File: src/design/casr_pkg.sv
// ----------------------------------------------------------------------------
// casr_pkg: shared types and constants for the connection attempt racer
// Holds the request and response transaction structs, opcode, status and
// attempt state codes, and the command struct from controller to datapath.
// ----------------------------------------------------------------------------
package casr_pkg;

  // table geometry, fixed by the slot field widths
  localparam int unsigned MaxSlots = 8;
  localparam int unsigned SlotW    = 3;
  localparam int unsigned CountW   = 4;
  localparam int unsigned DelayW   = 16;
  localparam int unsigned TimeW    = 32;
  localparam int unsigned ProdW    = SlotW + DelayW;

  localparam logic [DelayW-1:0] DefaultDelay = 16'd250;

  // opcodes
  localparam logic [2:0] OpClear   = 3'd0;
  localparam logic [2:0] OpAdd     = 3'd1;
  localparam logic [2:0] OpPoll    = 3'd2;
  localparam logic [2:0] OpConnect = 3'd3;
  localparam logic [2:0] OpFail    = 3'd4;

  // response status codes
  localparam logic [1:0] StsDone   = 2'd0;
  localparam logic [1:0] StsCancel = 2'd1;
  localparam logic [1:0] StsReject = 2'd2;

  // per-slot attempt state codes
  localparam logic [1:0] AtPending   = 2'd0;
  localparam logic [1:0] AtConnected = 2'd1;
  localparam logic [1:0] AtFailed    = 2'd2;

  // request transaction
  typedef struct packed {
    logic [2:0]       opcode;
    logic [TimeW-1:0] now_time;
    logic [SlotW-1:0] slot_index;
  } casr_req_t;

  // response transaction
  typedef struct packed {
    logic [1:0]        status;
    logic [SlotW-1:0]  result_slot;
    logic              winner_valid;
    logic [SlotW-1:0]  winner_slot;
    logic              every_failed;
    logic [CountW-1:0] slot_count;
  } casr_rsp_t;

  // controller to datapath commands
  typedef struct packed {
    logic capture;
    logic execute;
  } casr_cmd_t;

endpackage

File: src/design/connect_attempt_stagger_racer.sv
// ----------------------------------------------------------------------------
// connect_attempt_stagger_racer: staggered connection attempt racer
// Tracks up to eight attempt slots, starts them at staggered times on poll,
// picks the first connected slot as winner and reports table status.
// ----------------------------------------------------------------------------
//  channel   | handshake                 | payload
//  ----------+---------------------------+------------------------------
//  request   | start / busy              | req_i  (opcode, now_time, slot)
//  response  | done_o strobe, no stall   | rsp_o  (status, slots, flags)
//  config    | cfg_valid_i / cfg_ready_o | cfg_data_i (stagger delay)
//
//  each transaction runs through a capture step (slot scan and stagger
//  multiply) then an execute step (elapsed compare and table update)
//  busy is high in the execute cycle; a new start is taken the next cycle
//  the response appears in the cycle after execute, for one cycle on done_o
//  the receiver cannot stall; no new start is taken while busy
//  reset clears the slot table and loads the stagger delay with 250
// ----------------------------------------------------------------------------
module connect_attempt_stagger_racer (
  input  logic                        clk_i,
  input  logic                        rst_ni,
  input  logic                        start,
  output logic                        busy,
  input  casr_pkg::casr_req_t         req_i,
  output logic                        done_o,
  output casr_pkg::casr_rsp_t         rsp_o,
  input  logic                        cfg_valid_i,
  output logic                        cfg_ready_o,
  input  logic [casr_pkg::DelayW-1:0] cfg_data_i
);
  import casr_pkg::*;

  casr_cmd_t cmd;

  // sequencer
  casr_ctrl u_ctrl (
    .clk_i  (clk_i),
    .rst_ni (rst_ni),
    .start  (start),
    .busy   (busy),
    .done_o (done_o),
    .cmd_o  (cmd)
  );

  // slot table and decisions
  casr_dp u_dp (
    .clk_i       (clk_i),
    .rst_ni      (rst_ni),
    .cmd_i       (cmd),
    .req_i       (req_i),
    .cfg_valid_i (cfg_valid_i),
    .cfg_ready_o (cfg_ready_o),
    .cfg_data_i  (cfg_data_i),
    .rsp_o       (rsp_o)
  );

endmodule

File: src/design/casr_ctrl.sv
// ----------------------------------------------------------------------------
// casr_ctrl: command sequencer for the connection attempt racer
// Two-state machine: idle waits for start, exec lets the datapath apply the
// captured transaction; the response strobe follows in the cycle after exec.
// ----------------------------------------------------------------------------
module casr_ctrl (
  input  logic                clk_i,
  input  logic                rst_ni,
  input  logic                start,
  output logic                busy,
  output logic                done_o,
  output casr_pkg::casr_cmd_t cmd_o
);
  import casr_pkg::*;

  localparam logic StIdle = 1'b0;
  localparam logic StExec = 1'b1;

  logic state_q, state_d;
  logic done_q, done_d;
  logic accept;

  // handshake
  assign accept = start && (state_q == StIdle);
  assign busy   = (state_q == StExec);

  // next state
  always_comb begin
    state_d = state_q;
    unique case (state_q)
      StIdle: begin
        if (accept) begin
          state_d = StExec;
        end
      end
      StExec: begin
        state_d = StIdle;
      end
      default: state_d = StIdle;
    endcase
  end

  assign done_d = (state_q == StExec);

  // state and strobe registers
  always_ff @(posedge clk_i or negedge rst_ni) begin
    if (!rst_ni) begin
      state_q <= StIdle;
      done_q  <= 1'b0;
    end else begin
      state_q <= state_d;
      done_q  <= done_d;
    end
  end

  // datapath commands
  assign cmd_o.capture = accept;
  assign cmd_o.execute = (state_q == StExec);
  assign done_o        = done_q;

`ifndef NO_ASSERTIONS
  // an accepted transaction always yields a response strobe after its exec state
  a_accept_done: assert property (@(posedge clk_i) disable iff (!rst_ni)
    accept |-> ##2 done_o) else $error("missing response strobe");

  // no strobe overlaps an executing transaction
  a_done_idle: assert property (@(posedge clk_i) disable iff (!rst_ni)
    done_o |-> !busy) else $error("strobe while busy");
`endif

endmodule

File: src/design/casr_dp.sv
// ----------------------------------------------------------------------------
// casr_dp: slot table and decision logic for the connection attempt racer
// Capture cycle registers the request, the lowest unstarted slot and its
// stagger offset; execute cycle checks elapsed time, updates the table and
// registers the response.
// ----------------------------------------------------------------------------
module casr_dp (
  input  logic                        clk_i,
  input  logic                        rst_ni,
  input  casr_pkg::casr_cmd_t         cmd_i,
  input  casr_pkg::casr_req_t         req_i,
  input  logic                        cfg_valid_i,
  output logic                        cfg_ready_o,
  input  logic [casr_pkg::DelayW-1:0] cfg_data_i,
  output casr_pkg::casr_rsp_t         rsp_o
);
  import casr_pkg::*;

  // architectural state
  logic [CountW-1:0]   count_q, count_d;
  logic [MaxSlots-1:0] started_q, started_d;
  logic [1:0]          att_q [MaxSlots];
  logic [1:0]          att_d [MaxSlots];
  logic [TimeW-1:0]    first_q, first_d;
  logic                any_q, any_d;
  logic                winv_q, winv_d;
  logic [SlotW-1:0]    win_q, win_d;
  logic [DelayW-1:0]   delay_q;

  // captured transaction
  logic [2:0]          op_q;
  logic [TimeW-1:0]    now_q;
  logic [SlotW-1:0]    idx_q;
  logic                hit_q, hit_d;
  logic [SlotW-1:0]    scan_q, scan_d;
  logic [ProdW-1:0]    prod_q, prod_d;
  casr_rsp_t           rsp_q, rsp_d;

  logic [DelayW-1:0]   delay_eff;
  logic [TimeW-1:0]    elapsed;
  logic                due;
  logic                slot_ok;
  logic                all_failed;

  // config register, always writable
  assign cfg_ready_o = 1'b1;

  always_ff @(posedge clk_i or negedge rst_ni) begin
    if (!rst_ni) begin
      delay_q <= DefaultDelay;
    end else if (cfg_valid_i && cfg_ready_o) begin
      delay_q <= cfg_data_i;
    end
  end

  // lowest unstarted slot below count
  always_comb begin
    hit_d  = 1'b0;
    scan_d = '0;
    for (int i = MaxSlots - 1; i >= 0; i--) begin
      if ((CountW'(i) < count_q) && !started_q[i]) begin
        hit_d  = 1'b1;
        scan_d = SlotW'(i);
      end
    end
  end

  // stagger offset for that slot, zero delay acts as default
  assign delay_eff = (delay_q == '0) ? DefaultDelay : delay_q;
  assign prod_d    = ProdW'(scan_d) * ProdW'(delay_eff);

  // capture registers
  always_ff @(posedge clk_i) begin
    if (cmd_i.capture) begin
      op_q   <= req_i.opcode;
      now_q  <= req_i.now_time;
      idx_q  <= req_i.slot_index;
      hit_q  <= hit_d;
      scan_q <= scan_d;
      prod_q <= prod_d;
    end
  end

  // execute decisions
  assign elapsed = now_q - first_q;
  assign due     = !any_q || (elapsed >= TimeW'(prod_q));
  assign slot_ok = (CountW'(idx_q) < count_q);

  always_comb begin
    count_d   = count_q;
    started_d = started_q;
    att_d     = att_q;
    first_d   = first_q;
    any_d     = any_q;
    winv_d    = winv_q;
    win_d     = win_q;
    rsp_d.status      = StsReject;
    rsp_d.result_slot = '0;
    unique case (op_q)
      OpClear: begin
        count_d   = '0;
        started_d = '0;
        for (int i = 0; i < MaxSlots; i++) begin
          att_d[i] = AtPending;
        end
        first_d = '0;
        any_d   = 1'b0;
        winv_d  = 1'b0;
        win_d   = '0;
        rsp_d.status = StsDone;
      end
      OpAdd: begin
        if (count_q < CountW'(MaxSlots)) begin
          started_d[count_q[SlotW-1:0]] = 1'b0;
          att_d[count_q[SlotW-1:0]]     = AtPending;
          rsp_d.result_slot = count_q[SlotW-1:0];
          count_d           = count_q + CountW'(1);
          rsp_d.status      = StsDone;
        end
      end
      OpPoll: begin
        if (hit_q && due) begin
          started_d[scan_q] = 1'b1;
          if (!any_q) begin
            any_d   = 1'b1;
            first_d = now_q;
          end
          rsp_d.result_slot = scan_q;
          rsp_d.status      = StsDone;
        end
      end
      OpConnect: begin
        if (slot_ok) begin
          if (!winv_q) begin
            winv_d       = 1'b1;
            win_d        = idx_q;
            att_d[idx_q] = AtConnected;
            rsp_d.status = StsDone;
          end else begin
            rsp_d.status = StsCancel;
          end
        end
      end
      OpFail: begin
        if (slot_ok) begin
          att_d[idx_q] = AtFailed;
          rsp_d.status = StsDone;
        end
      end
      default: ;
    endcase

    // every added slot failed, taken after the update
    all_failed = (count_d != '0);
    for (int i = 0; i < MaxSlots; i++) begin
      if ((CountW'(i) < count_d) && (att_d[i] != AtFailed)) begin
        all_failed = 1'b0;
      end
    end

    rsp_d.winner_valid = winv_d;
    rsp_d.winner_slot  = win_d;
    rsp_d.every_failed = all_failed;
    rsp_d.slot_count   = count_d;
  end

  // slot table
  always_ff @(posedge clk_i or negedge rst_ni) begin
    if (!rst_ni) begin
      count_q   <= '0;
      started_q <= '0;
      for (int i = 0; i < MaxSlots; i++) begin
        att_q[i] <= AtPending;
      end
      first_q <= '0;
      any_q   <= 1'b0;
      winv_q  <= 1'b0;
      win_q   <= '0;
    end else if (cmd_i.execute) begin
      count_q   <= count_d;
      started_q <= started_d;
      att_q     <= att_d;
      first_q   <= first_d;
      any_q     <= any_d;
      winv_q    <= winv_d;
      win_q     <= win_d;
    end
  end

  // response register
  always_ff @(posedge clk_i) begin
    if (cmd_i.execute) begin
      rsp_q <= rsp_d;
    end
  end

  assign rsp_o = rsp_q;

`ifndef NO_ASSERTIONS
  // table never grows past its capacity
  a_count_max: assert property (@(posedge clk_i) disable iff (!rst_ni)
    count_q <= CountW'(MaxSlots)) else $error("slot count overflow");

  // a winner always names an added slot
  a_winner_range: assert property (@(posedge clk_i) disable iff (!rst_ni)
    winv_q |-> (CountW'(win_q) < count_q)) else $error("winner out of range");

  // started flags only exist once the first start time is recorded
  a_started_first: assert property (@(posedge clk_i) disable iff (!rst_ni)
    !any_q |-> (started_q == '0)) else $error("slot started without first time");
`endif

endmodule

File: config.mk
export PLATFORM = sky130hd
export DESIGN_NAME = connect_attempt_stagger_racer
export DESIGN_NICKNAME = d
export VERILOG_FILES = /design/src/design/casr_pkg.sv /design/src/design/connect_attempt_stagger_racer.sv /design/src/design/casr_ctrl.sv /design/src/design/casr_dp.sv
export SDC_FILE = /design/constraint.sdc
export NUM_CORES = 1
export LEC_CHECK = 0
export ABC_AREA = 1
export BUFFER_PORTS_ARGS = -buffer_cell sky130_fd_sc_hd__buf_2
export CAP_MARGIN = 20
export CORE_MARGIN = 2
export CORE_UTILIZATION = 56
export CTS_CLUSTER_SIZE = 16
export DETAILED_ROUTE_END_ITERATION = 8
export GPL_ROUTABILITY_DRIVEN = 0
export PLACE_DENSITY_LB_ADDON = 0.05
export SYNTH_ARGS = -nofsm -noshare
export SYNTH_HDL_FRONTEND = slang
export SYNTH_SLANG_ARGS = --single-unit
File: constraint.sdc
create_clock -name clk_i -period 4.45 [get_ports clk_i]
set_input_delay 0.6675 -clock clk_i [delete_from_list [all_inputs] [get_ports clk_i]]
set_output_delay 0.6675 -clock clk_i [all_outputs]
set_load 0.01 [all_outputs]
== Word level (Yosys, flattened, before mapping) ==
Index checks and enable logic that the tools add are counted.
Widths: inputs -> output; s select.
Word-level totals
  input bits: 58
  bits in writable memories: 0
  bits in registers: 158
  word-level logic and storage cells: 177
  bits in read-only memories: 0
  bits in latches: 0
  memories: 0
Cells by class
  $lt $le $gt $ge: 27
  multiply operators: 1
  reduce and logical (&&, ||, !) cells: 42
  add/subtract/negate cells: 2
  eq/ne operators: 15
  shift-type cells: 0
  div/mod/pow operators: 0
  bitwise gates (word level): 14
  mux-type cells: 47
Operator list (count)
  $mux 16: 5
  $mux 32: 2
  $pmux 16 s4: 1
  $pmux 32 s2: 1
  $ge 32x19->1: 1
  $lt 3x4->1 const A: 8
  $sub 32x32->32: 1
  $mux 3: 10
  $and 8x8->8: 3
  $not 8->8: 3
  $or 8x8->8: 3
  $pmux 8 s3: 1
  $logic_and 1x1->1: 22
  $mul 3x16->19: 1
  $ne 2x2->1 const B: 9
  $and 16x16->16: 1
  $logic_not 16->1: 1
  $lt 1x4->1 const A: 4
  $lt 2x4->1 const A: 4
  $mux 8: 2
  $not 16->16: 1
  $demux 2 s3: 2
  $pmux 3 s2: 2
  $mux 5: 2
  other kinds (30): 58

== Logic depth before layout (Yosys ltp) ==
Gate-level depths: netlist of run 1.
  word-level depth: 13
  depth in mapped cells: 28

== Hierarchy ==
Synthesis of run 1 repeated with hierarchy kept, for this count alone.
Unflattened totals
  cell total of the unflattened synthesis: 1550
  area total of the unflattened synthesis: 11394.7 µm²
By module, submodules not included
  casr_dp: area an instance 11319.6 µm², seq. area each 4286.6 µm², cells an instance 1544, instances 1
  casr_ctrl: area an instance 75.1 µm², seq. area each 50.0 µm², cells an instance 6, instances 1

== Worst setup path after synthesis of run 1 ==
No wires, ideal clock.
  kind: reg2reg
  start: reg u_dp.count_q[1]
  end: reg u_dp.prod_q[16] (data pin)
  clock period less this slack: 4.360 ns
  path buffers: 1
  required time: 4.190 ns
  path slack: 0.090 ns
  stages on the path, launching flop included: 23
  data arrival time: 4.101 ns
  cell sequence: dfrtp_1 -> inv_1 -> ha_1 -> inv_1 -> o21ai_0 -> nand2_1 -> inv_1 -> nand2_1 -> nor2_1 -> clkbuf_1 -> nand2_1 -> fa_1 -> inv_1 -> ha_1 -> inv_1 -> fa_1 -> nand3b_1 -> and2_1 -> o221ai_1 -> a31oi_1 -> o21ai_0 -> a31oi_1 -> xnor2_1
Between the ends
  word-level cells in the longest chain between the ends: 11
RTL lines
  start: declaration: line casr_dp.sv:20  | logic [CountW-1:0] count_q, count_d;
  start signal: assignment: line casr_dp.sv:180  | count_q <= count_d;
  $lt 3x4->1: line casr_dp.sv:61  | if ((CountW'(i) < count_q) && !started_q[i]) begin
  $logic_and 1x1->1: line casr_dp.sv:61
  $mux 3 (7 in series): line casr_dp.sv:61
  $mux 3 *: line casr_dp.sv:61
  net u_dp.scan_d[2]: line casr_dp.sv:35  | logic [SlotW-1:0] scan_q, scan_d;
  $mul 3x16->19 *: line casr_dp.sv:70  | assign prod_d = ProdW'(scan_d) * ProdW'(delay_eff);
  net u_dp.prod_d[16]: line casr_dp.sv:36  | logic [ProdW-1:0] prod_q, prod_d;
  end signal: assignment: line casr_dp.sv:80  | prod_q <= prod_d;
  end: declaration: line casr_dp.sv:36
Mark *: on every way through the listed nets, which the timed path passes. The rest lies on a longest branch.
A chain may end at the register's enable or synchronous reset.

== Worst setup path after layout of run 1 ==
  start: reg u_dp.count_q[1]
  end: reg u_dp.prod_q[16] (data pin)
Between the ends
  word-level cells in the longest chain between the ends: 11
RTL lines (line)
  $lt 3x4->1: casr_dp.sv:61
  $logic_and 1x1->1: casr_dp.sv:61
  $mux 3 (7 in series): casr_dp.sv:61
  $mux 3 *: casr_dp.sv:61
  $mul 3x16->19 *: casr_dp.sv:70
  net u_dp.prod_d[16]: casr_dp.sv:36
Marks and branches as above.

==> results of run 1 <==
## timing repair
item / in CTS / in global routing
setup endpoints to repair: 1 / 5
gates resized for setup: 1 / 12
pin swaps: 0 / 1
buffers inserted: 0 / 2
## cell usage in the layout, fill, tap and decap left out, types with 58 or more instances in the layout
| master | n |
|---|---|
| nor2_1 | 142 |
| buf_2 | 72 |
| inv_1 | 284 |
| edfxtp_1 | 75 |
| a21oi_1 | 58 |
| nand3_1 | 70 |
| o21ai_0 | 80 |
| ha_1 | 73 |
| nand2_1 | 490 |
| dfrtp_1 | 75 |
## per-stage QoR
stage          instances  TNS, ns  utilization, %
2_1_floorplan       1580        0               -
3_3_place_gp        1902        0            60.1
3_5_place_dp        1902        0            60.1
4_1_cts             1934        0            63.0
5_1_grt             1936  -0.0603            63.2
6_report            1936        0            63.2
## power by group through the flow
stage | logic (mW) | clock network [mW] | registers, mW
finish | 1.43 | 1.47 | 1.77
global route | 1.64 | 1.55 | 1.78
CTS | 1.42 | 1.49 | 1.77
detailed placement | 1.40 | 0 | 1.79
global placement | 1.38 | 0 | 1.79
floorplan | 1.02 | 0 | 1.78
## registers in the layout, indices dropped and copies added (netlist names), 3 cells and up
register	cells
u_dp.op_q	3
u_dp.scan_q	3
u_dp.att_q	16
u_dp.delay_q	16
u_dp.count_q	4
u_dp.win_q	3
u_dp.rsp_o	14
u_dp.first_q	32
u_dp.prod_q	19
u_dp.now_q	32
u_dp.idx_q	3
u_dp.started_q	8
## final cells by class
| cell class | count | area [um^2] | area share [%] |
|---|---|---|---|
| inverters | 291 | 1090 | 8.60 |
| clock inverters | 7 | 70.1 | 0.551 |
| clock buffers | 25 | 519 | 4.09 |
| well taps | 270 | 338 | 2.66 |
| flip-flops and latches | 158 | 4340 | 34.2 |
| repair buffers | 91 | 503 | 3.96 |
| multi-input cells | 1094 | 5840 | 46.0 |
## worst max-delay path by stage
stage,start,to,cells past startpoint
floorplan,u_dp.count_q[1],u_dp.prod_q[16],22
detailed placement,u_dp.count_q[2],u_dp.prod_q[16],20
global placement,u_dp.count_q[2],u_dp.prod_q[16],20
finish,u_dp.count_q[1],u_dp.prod_q[16],21
global route,u_dp.count_q[1],u_dp.prod_q[15],25
CTS,u_dp.count_q[1],u_dp.prod_q[16],21
## layer usage
metal	vias to the layer above	GRT usage (%)
met2	281	47.6
met4	0	8.88
met1	4581	34.2
met3	58	5.34
met5	-	0
li1	5171	-
## logic make-up (layout without fill, tap and decap cells)
family	count (synthesis)	count (layout)	synth area share, %
simple gates	791	791	29.0
buf+inv	328	414	11.1
compound gates	182	182	8.72
flops	158	158	38.0
fa+ha+maj	89	89	10.8
xor+xnor	31	31	2.38
other cells	1	1	0.0328
==> impl_metrics.py, run 1 <==
metrics = {
    "status": {
        "status": "finished clean",
    },
    "synth": {
        "synth_area_leaders": "edfxtp_1 (20%), dfrtp_1 (17%), nand2_1 (16%), inv_1 (9.4%), ha_1 (8.0%)",
        "synth_seq_cells": 158,
        "synth_area_mm2": 0.0114,
        "synth_fp_nets": 1727,
        "synth.distinct_cells": 48,
        "syn_avg_cell_area_um2": 7.23,
        "synth_edf_count": 75,
        "ys.flop_type": "dfrtp_1",
        "synth-async-reset-ratio_pct": 52.5,
        "synth.most_common_cell": "nand2_1",
        "ys_seq_area_share_pct": 38.0,
        "yosys.area.top_type": "edfxtp_1",
        "yosys.area.top_type_share_pct": 19.7,
        "yosysWarnings": 0,
        "yosys-top-cells-count": "nand2_1 (490), inv_1 (285), nor2_1 (145)",
        "syn_inst": 1580,
    },
    "floorplan": {
        "die_x_um": 147,
        "rows": 52,
        "coreArea_mm2": 0.0201,
        "die_y_um": 147,
        "pin_count": 75,
        "die_area_mm2": 0.0216,
        "initial_core_util_pct": 56.8,
    },
    "setup_path": {
        "r2r_start": "u_dp.count_q[1]",
        "cp_num_buf_inv": 5,
        "ff2ff_setup_slack_ns": 0.30,
        "cp.required_ns": 4.62,
        "rr_worst_depth": 21,
        "cp_common_cell": "inv_1",
        "worst_ep_arrival_time_ns": 4.33,
        "crit_type": "flop to flop",
        "slowest_stage": "fa_1",
        "timing.rr.end": "u_dp.prod_q[16]",
        "cp_top_family": "adder cells",
        "start_kind": "flop",
        "crit_path_max_incr_delay_ns": 0.45,
        "path_cells": "inv_1, ha_1, inv_1, o211ai_1, nand2_1, o21ai_0, nand2_1, inv_2, nand2_1, fa_1, inv_1, ha_1, inv_1, fa_1, nand3b_1, and2_1, o221ai_2, a31oi_1, o21ai_1, a31oi_1, xnor2_1",
        "end_kind": "flop",
        "worst-path-max-fanout": 7,
    },
    "timing": {
        "finalHoldViolations": 0,
        "finalCritPeriodShare_pct": 93.3,
        "finalCriticalPeriod_ns": 4.15,
        "report.final.slew_viol_count": 0,
        "finalSetupViolations": 0,
        "worstMarginPinSlew_ns": 0.917,
        "hold_ws_ns": 0.309,
        "slew_headroom_pct": 38.7,
        "fin_ws_ns": 0.297,
        "skew_ns": 0.0119,
        "max_freq_mhz": 241,
    },
    "placed_design": {
        "dpl_cell_area_mm2": 0.0121,
        "post-place-ws_ns": 0.0322,
        "io_buffers": 73,
        "dp_hpwl_mm": 21.1,
    },
    "detailed_routing": {
        "route.detailed.drc": 0,
        "ant_nets": 0,
        "vias": 10100,
        "route.met3.wl_mm": 1.51,
        "wl_met2_mm": 13.7,
        "drtPass1Iterations": 6,
        "first_iter_violations": 686,
        "drt-total-wl_mm": 28.3,
        "wl_met1_mm": 12.4,
        "viasPerCell": 5.21,
        "topRoutingLayerUsed": "met4",
        "routedWlPerCell_um": 14.6,
    },
    "power": {
        "p_int_mw": 3.04,
        "swShare_pct": 34.8,
        "peakVddDrop_v": 0.000252,
        "combPwrFrac_pct": 30.6,
        "p_leak_nw": 6.64,
        "netSwitchingPower_mw": 1.62,
        "total_power_mw": 4.67,
        "p_per_area_mw_per_mm2": 367,
        "seq_power_share_pct": 37.9,
        "clockPowerShare_pct": 31.5,
    },
    "clocking": {
        "cts.clk_slew.worst_paths_ns": 0.06,
        "cts_buffers": 17,
        "clockRootBuffer": "clkbuf_16",
        "hold_buffers": 0,
        "h-tree-depth": 4,
        "clock_tree.buffer_depth": 2,
        "cts_tree": "yes",
        "clock_sinks": 158,
        "insertion_delay_ns": 0.43,
    },
    "layout": {
        "nets": 1800,
        "synthToLayoutAreaGrowth_pct": 11.2,
        "drive_gt1_share_pct": 9.30,
        "final_area_mm2": 0.0127,
        "fillers": 1828,
        "n_antenna_cell": 0,
    },
    "global_route": {
        "grt_max_degree": 79,
        "overflow": 0,
        "antenna_found_initial": 0,
        "grt_pass1_vias": 9781,
        "grt_pass1_wl_mm": 47.3,
        "grt_util_all_layers_pct": 27.3,
    },
    "run": {
        "cap_violations": 0,
    },
    "worst_hold_path": {
        "hp-class": "primary input to async pin",
    },
}
Note: power is estimated with default switching activity, not from simulation.
==> inputs of run 2 (changes only) <==
Settings changed: CORE_MARGIN 2 to 5, CORE_UTILIZATION 56 to 58, CTS_BUF_LIST from default to sky130_fd_sc_hd__clkbuf_8.
==> impl_metrics.py, run 2 (same netlist as run 1, synthesis figures left out) <==
metrics = {
    "setup_path": {
        "r2r_start": "u_dp.count_q[2]",
        "worst-path-max-fanout": 9,
        "end_kind": "flop",
        "crit_type": "flop to flop",
        "ff2ff_setup_slack_ns": 0.27,
        "worst_ep_arrival_time_ns": 4.39,
        "rr_worst_depth": 20,
        "cp.required_ns": 4.66,
        "start_kind": "flop",
        "timing.rr.end": "u_dp.prod_q[16]",
    },
    "global_route": {
        "grt_util_all_layers_pct": 26.3,
        "overflow": 0,
        "grt_max_degree": 79,
        "antenna_found_initial": 0,
        "grt_pass1_vias": 9846,
        "grt_pass1_wl_mm": 47.5,
    },
    "clocking": {
        "insertion_delay_ns": 0.47,
        "clock_tree.buffer_depth": 2,
        "cts_tree": "yes",
        "clock_sinks": 158,
        "cts.clk_slew.worst_paths_ns": 0.08,
        "cts_buffers": 17,
        "post_cts_buffers": 0,
        "h-tree-depth": 4,
        "clockRootBuffer": "clkbuf_8",
    },
    "timing": {
        "skew_ns": 0.0154,
        "finalSetupViolations": 0,
        "report.final.slew_viol_count": 0,
        "worstMarginPinSlew_ns": 1.10,
        "hold_ws_ns": 0.256,
        "slew_headroom_pct": 26.6,
        "max_freq_mhz": 239,
        "finalCriticalPeriod_ns": 4.18,
        "finalCritPeriodShare_pct": 93.9,
        "finalHoldViolations": 0,
    },
    "run": {
        "cap_violations": 0,
    },
    "layout": {
        "drive_gt1_share_pct": 9.19,
        "synthToLayoutAreaGrowth_pct": 10.1,
        "nets": 1798,
        "reg.largest.list": "u_dp.first_q x32, u_dp.now_q x32, u_dp.prod_q x19",
        "fillers": 1784,
        "multi_input_area_mm2": 0.00586,
        "mostFrequentLayoutCells": "nand2_1 (490), inv_1 (288), nor2_1 (142), o21ai_0 (80), dfrtp_1 (76)",
        "final_common_cell": "nand2_1",
        "n_antenna_cell": 0,
        "layout.area.seq_mm2": 0.00434,
        "finalNonFillerCells": 1929,
    },
    "floorplan": {
        "coreArea_mm2": 0.0194,
        "die_y_um": 150,
        "rows": 51,
        "initial_core_util_pct": 58.9,
        "die_area_mm2": 0.0226,
        "pin_count": 75,
        "die_x_um": 150,
    },
    "detailed_routing": {
        "ant_nets": 0,
        "drt-total-wl_mm": 28.7,
        "route.detailed.drc": 0,
        "drtPass1Iterations": 6,
        "viasPerCell": 5.33,
        "routedWlPerCell_um": 14.9,
        "first_iter_violations": 834,
        "vias": 10300,
    },
    "placed_design": {
        "placedCellCount": 1896,
        "dp_hpwl_mm": 21.3,
        "io_buffers": 73,
    },
    "power": {
        "p_per_area_mw_per_mm2": 353,
        "p_leak_nw": 6.59,
        "peakVddDrop_v": 0.000192,
    },
    "status": {
        "status": "finished clean",
    },
    "worst_hold_path": {
        "hp-class": "primary input to async pin",
    },
}
## run 2: changes by cell type in the layout (fill, tap and decap cells not counted), moves of 4 or more
cell       change
clkbuf_16     -20
inv_1          +4
clkbuf_1       -5
buf_4          -4
clkbuf_8      +20
bufinv_16      +4
## run 2: per-layer routing
| metal | part of all wire, % | vias up | global-route usage [%] |
|---|---|---|---|
| met5 | 0 | - | 0 |
| met2 | 49 | 326 | 45.7 |
| met1 | 43 | 4719 | 33.9 |
| met4 | 2.8 | 0 | 8.51 |
| li1 | - | 5171 | - |
| met3 | 5.3 | 61 | 3.67 |
## run 2: worst max path at each step
stage / endpoint / depth (start not counted) / from / slack (ns)
floorplan: u_dp.prod_q[16] / 22 / u_dp.count_q[1] / 0.09
global placement: u_dp.prod_q[16] / 20 / u_dp.count_q[2] / 0.22
detailed placement: u_dp.prod_q[16] / 20 / u_dp.count_q[2] / 0.07
CTS: u_dp.prod_q[18] / 20 / u_dp.count_q[2] / 0.05
global route: u_dp.prod_q[15] / 25 / u_dp.count_q[3] / -0.02
finish: u_dp.prod_q[16] / 20 / u_dp.count_q[2] / 0.27
## run 2: final cells by class
class / instances / area share [%]
well taps: 265 / 2.64
clock buffers: 20 / 2.19
multi-input cells: 1095 / 46.6
repair buffers: 88 / 3.88
inverters: 291 / 8.68
flip-flops and latches: 158 / 34.5
clock inverters: 12 / 1.53
## run 2: report_power, final
group / switching [mW] / internal, mW
Combinational: 0.953 / 0.478
Sequential: 0.0781 / 1.69
Clock: 0.536 / 0.710
## run 2: stage by stage
stage / cell area (um^2) / setup TNS, ns / utilization, % / power (mW) / setup slack (ns)
4_1_cts: 12500 / 0 / 64.6 / 4.45 / 0.0534
5_1_grt: 12600 / -0.0266 / 64.8 / 4.75 / -0.0185
2_1_floorplan: 11400 / 0 / - / 2.80 / 0.0897
6_report: 12600 / 0 / 64.8 / 4.44 / 0.271
3_5_place_dp: 12100 / 0 / 62.2 / 3.20 / 0.0670
3_3_place_gp: 12100 / 0 / 62.2 / 3.17 / 0.217
## run 2: worst max-delay path, stage by stage (launching register included)
cell and delay [ns]:
dfrtp_1 0.49, nor2_2 0.20, inv_1 0.08, o21ai_0 0.24, nand2_1 0.10, inv_1 0.10, nand2_1 0.07, nor2_2 0.20
nand2_1 0.12, fa_1 0.48, inv_1 0.07, ha_1 0.13, inv_1 0.06, fa_1 0.40, nand3b_1 0.16, and2_1 0.20
o221ai_2 0.18, a31oi_1 0.15, o21ai_1 0.22, a31oi_1 0.15, xnor2_1 0.14
## run 2: timing repair
item / CTS / global route
hold buffers: 0 / 0
endpoints found under the hold margin: 0 / 0
endpoints found under the setup margin: 0 / 35
resized for setup: 0 / 14
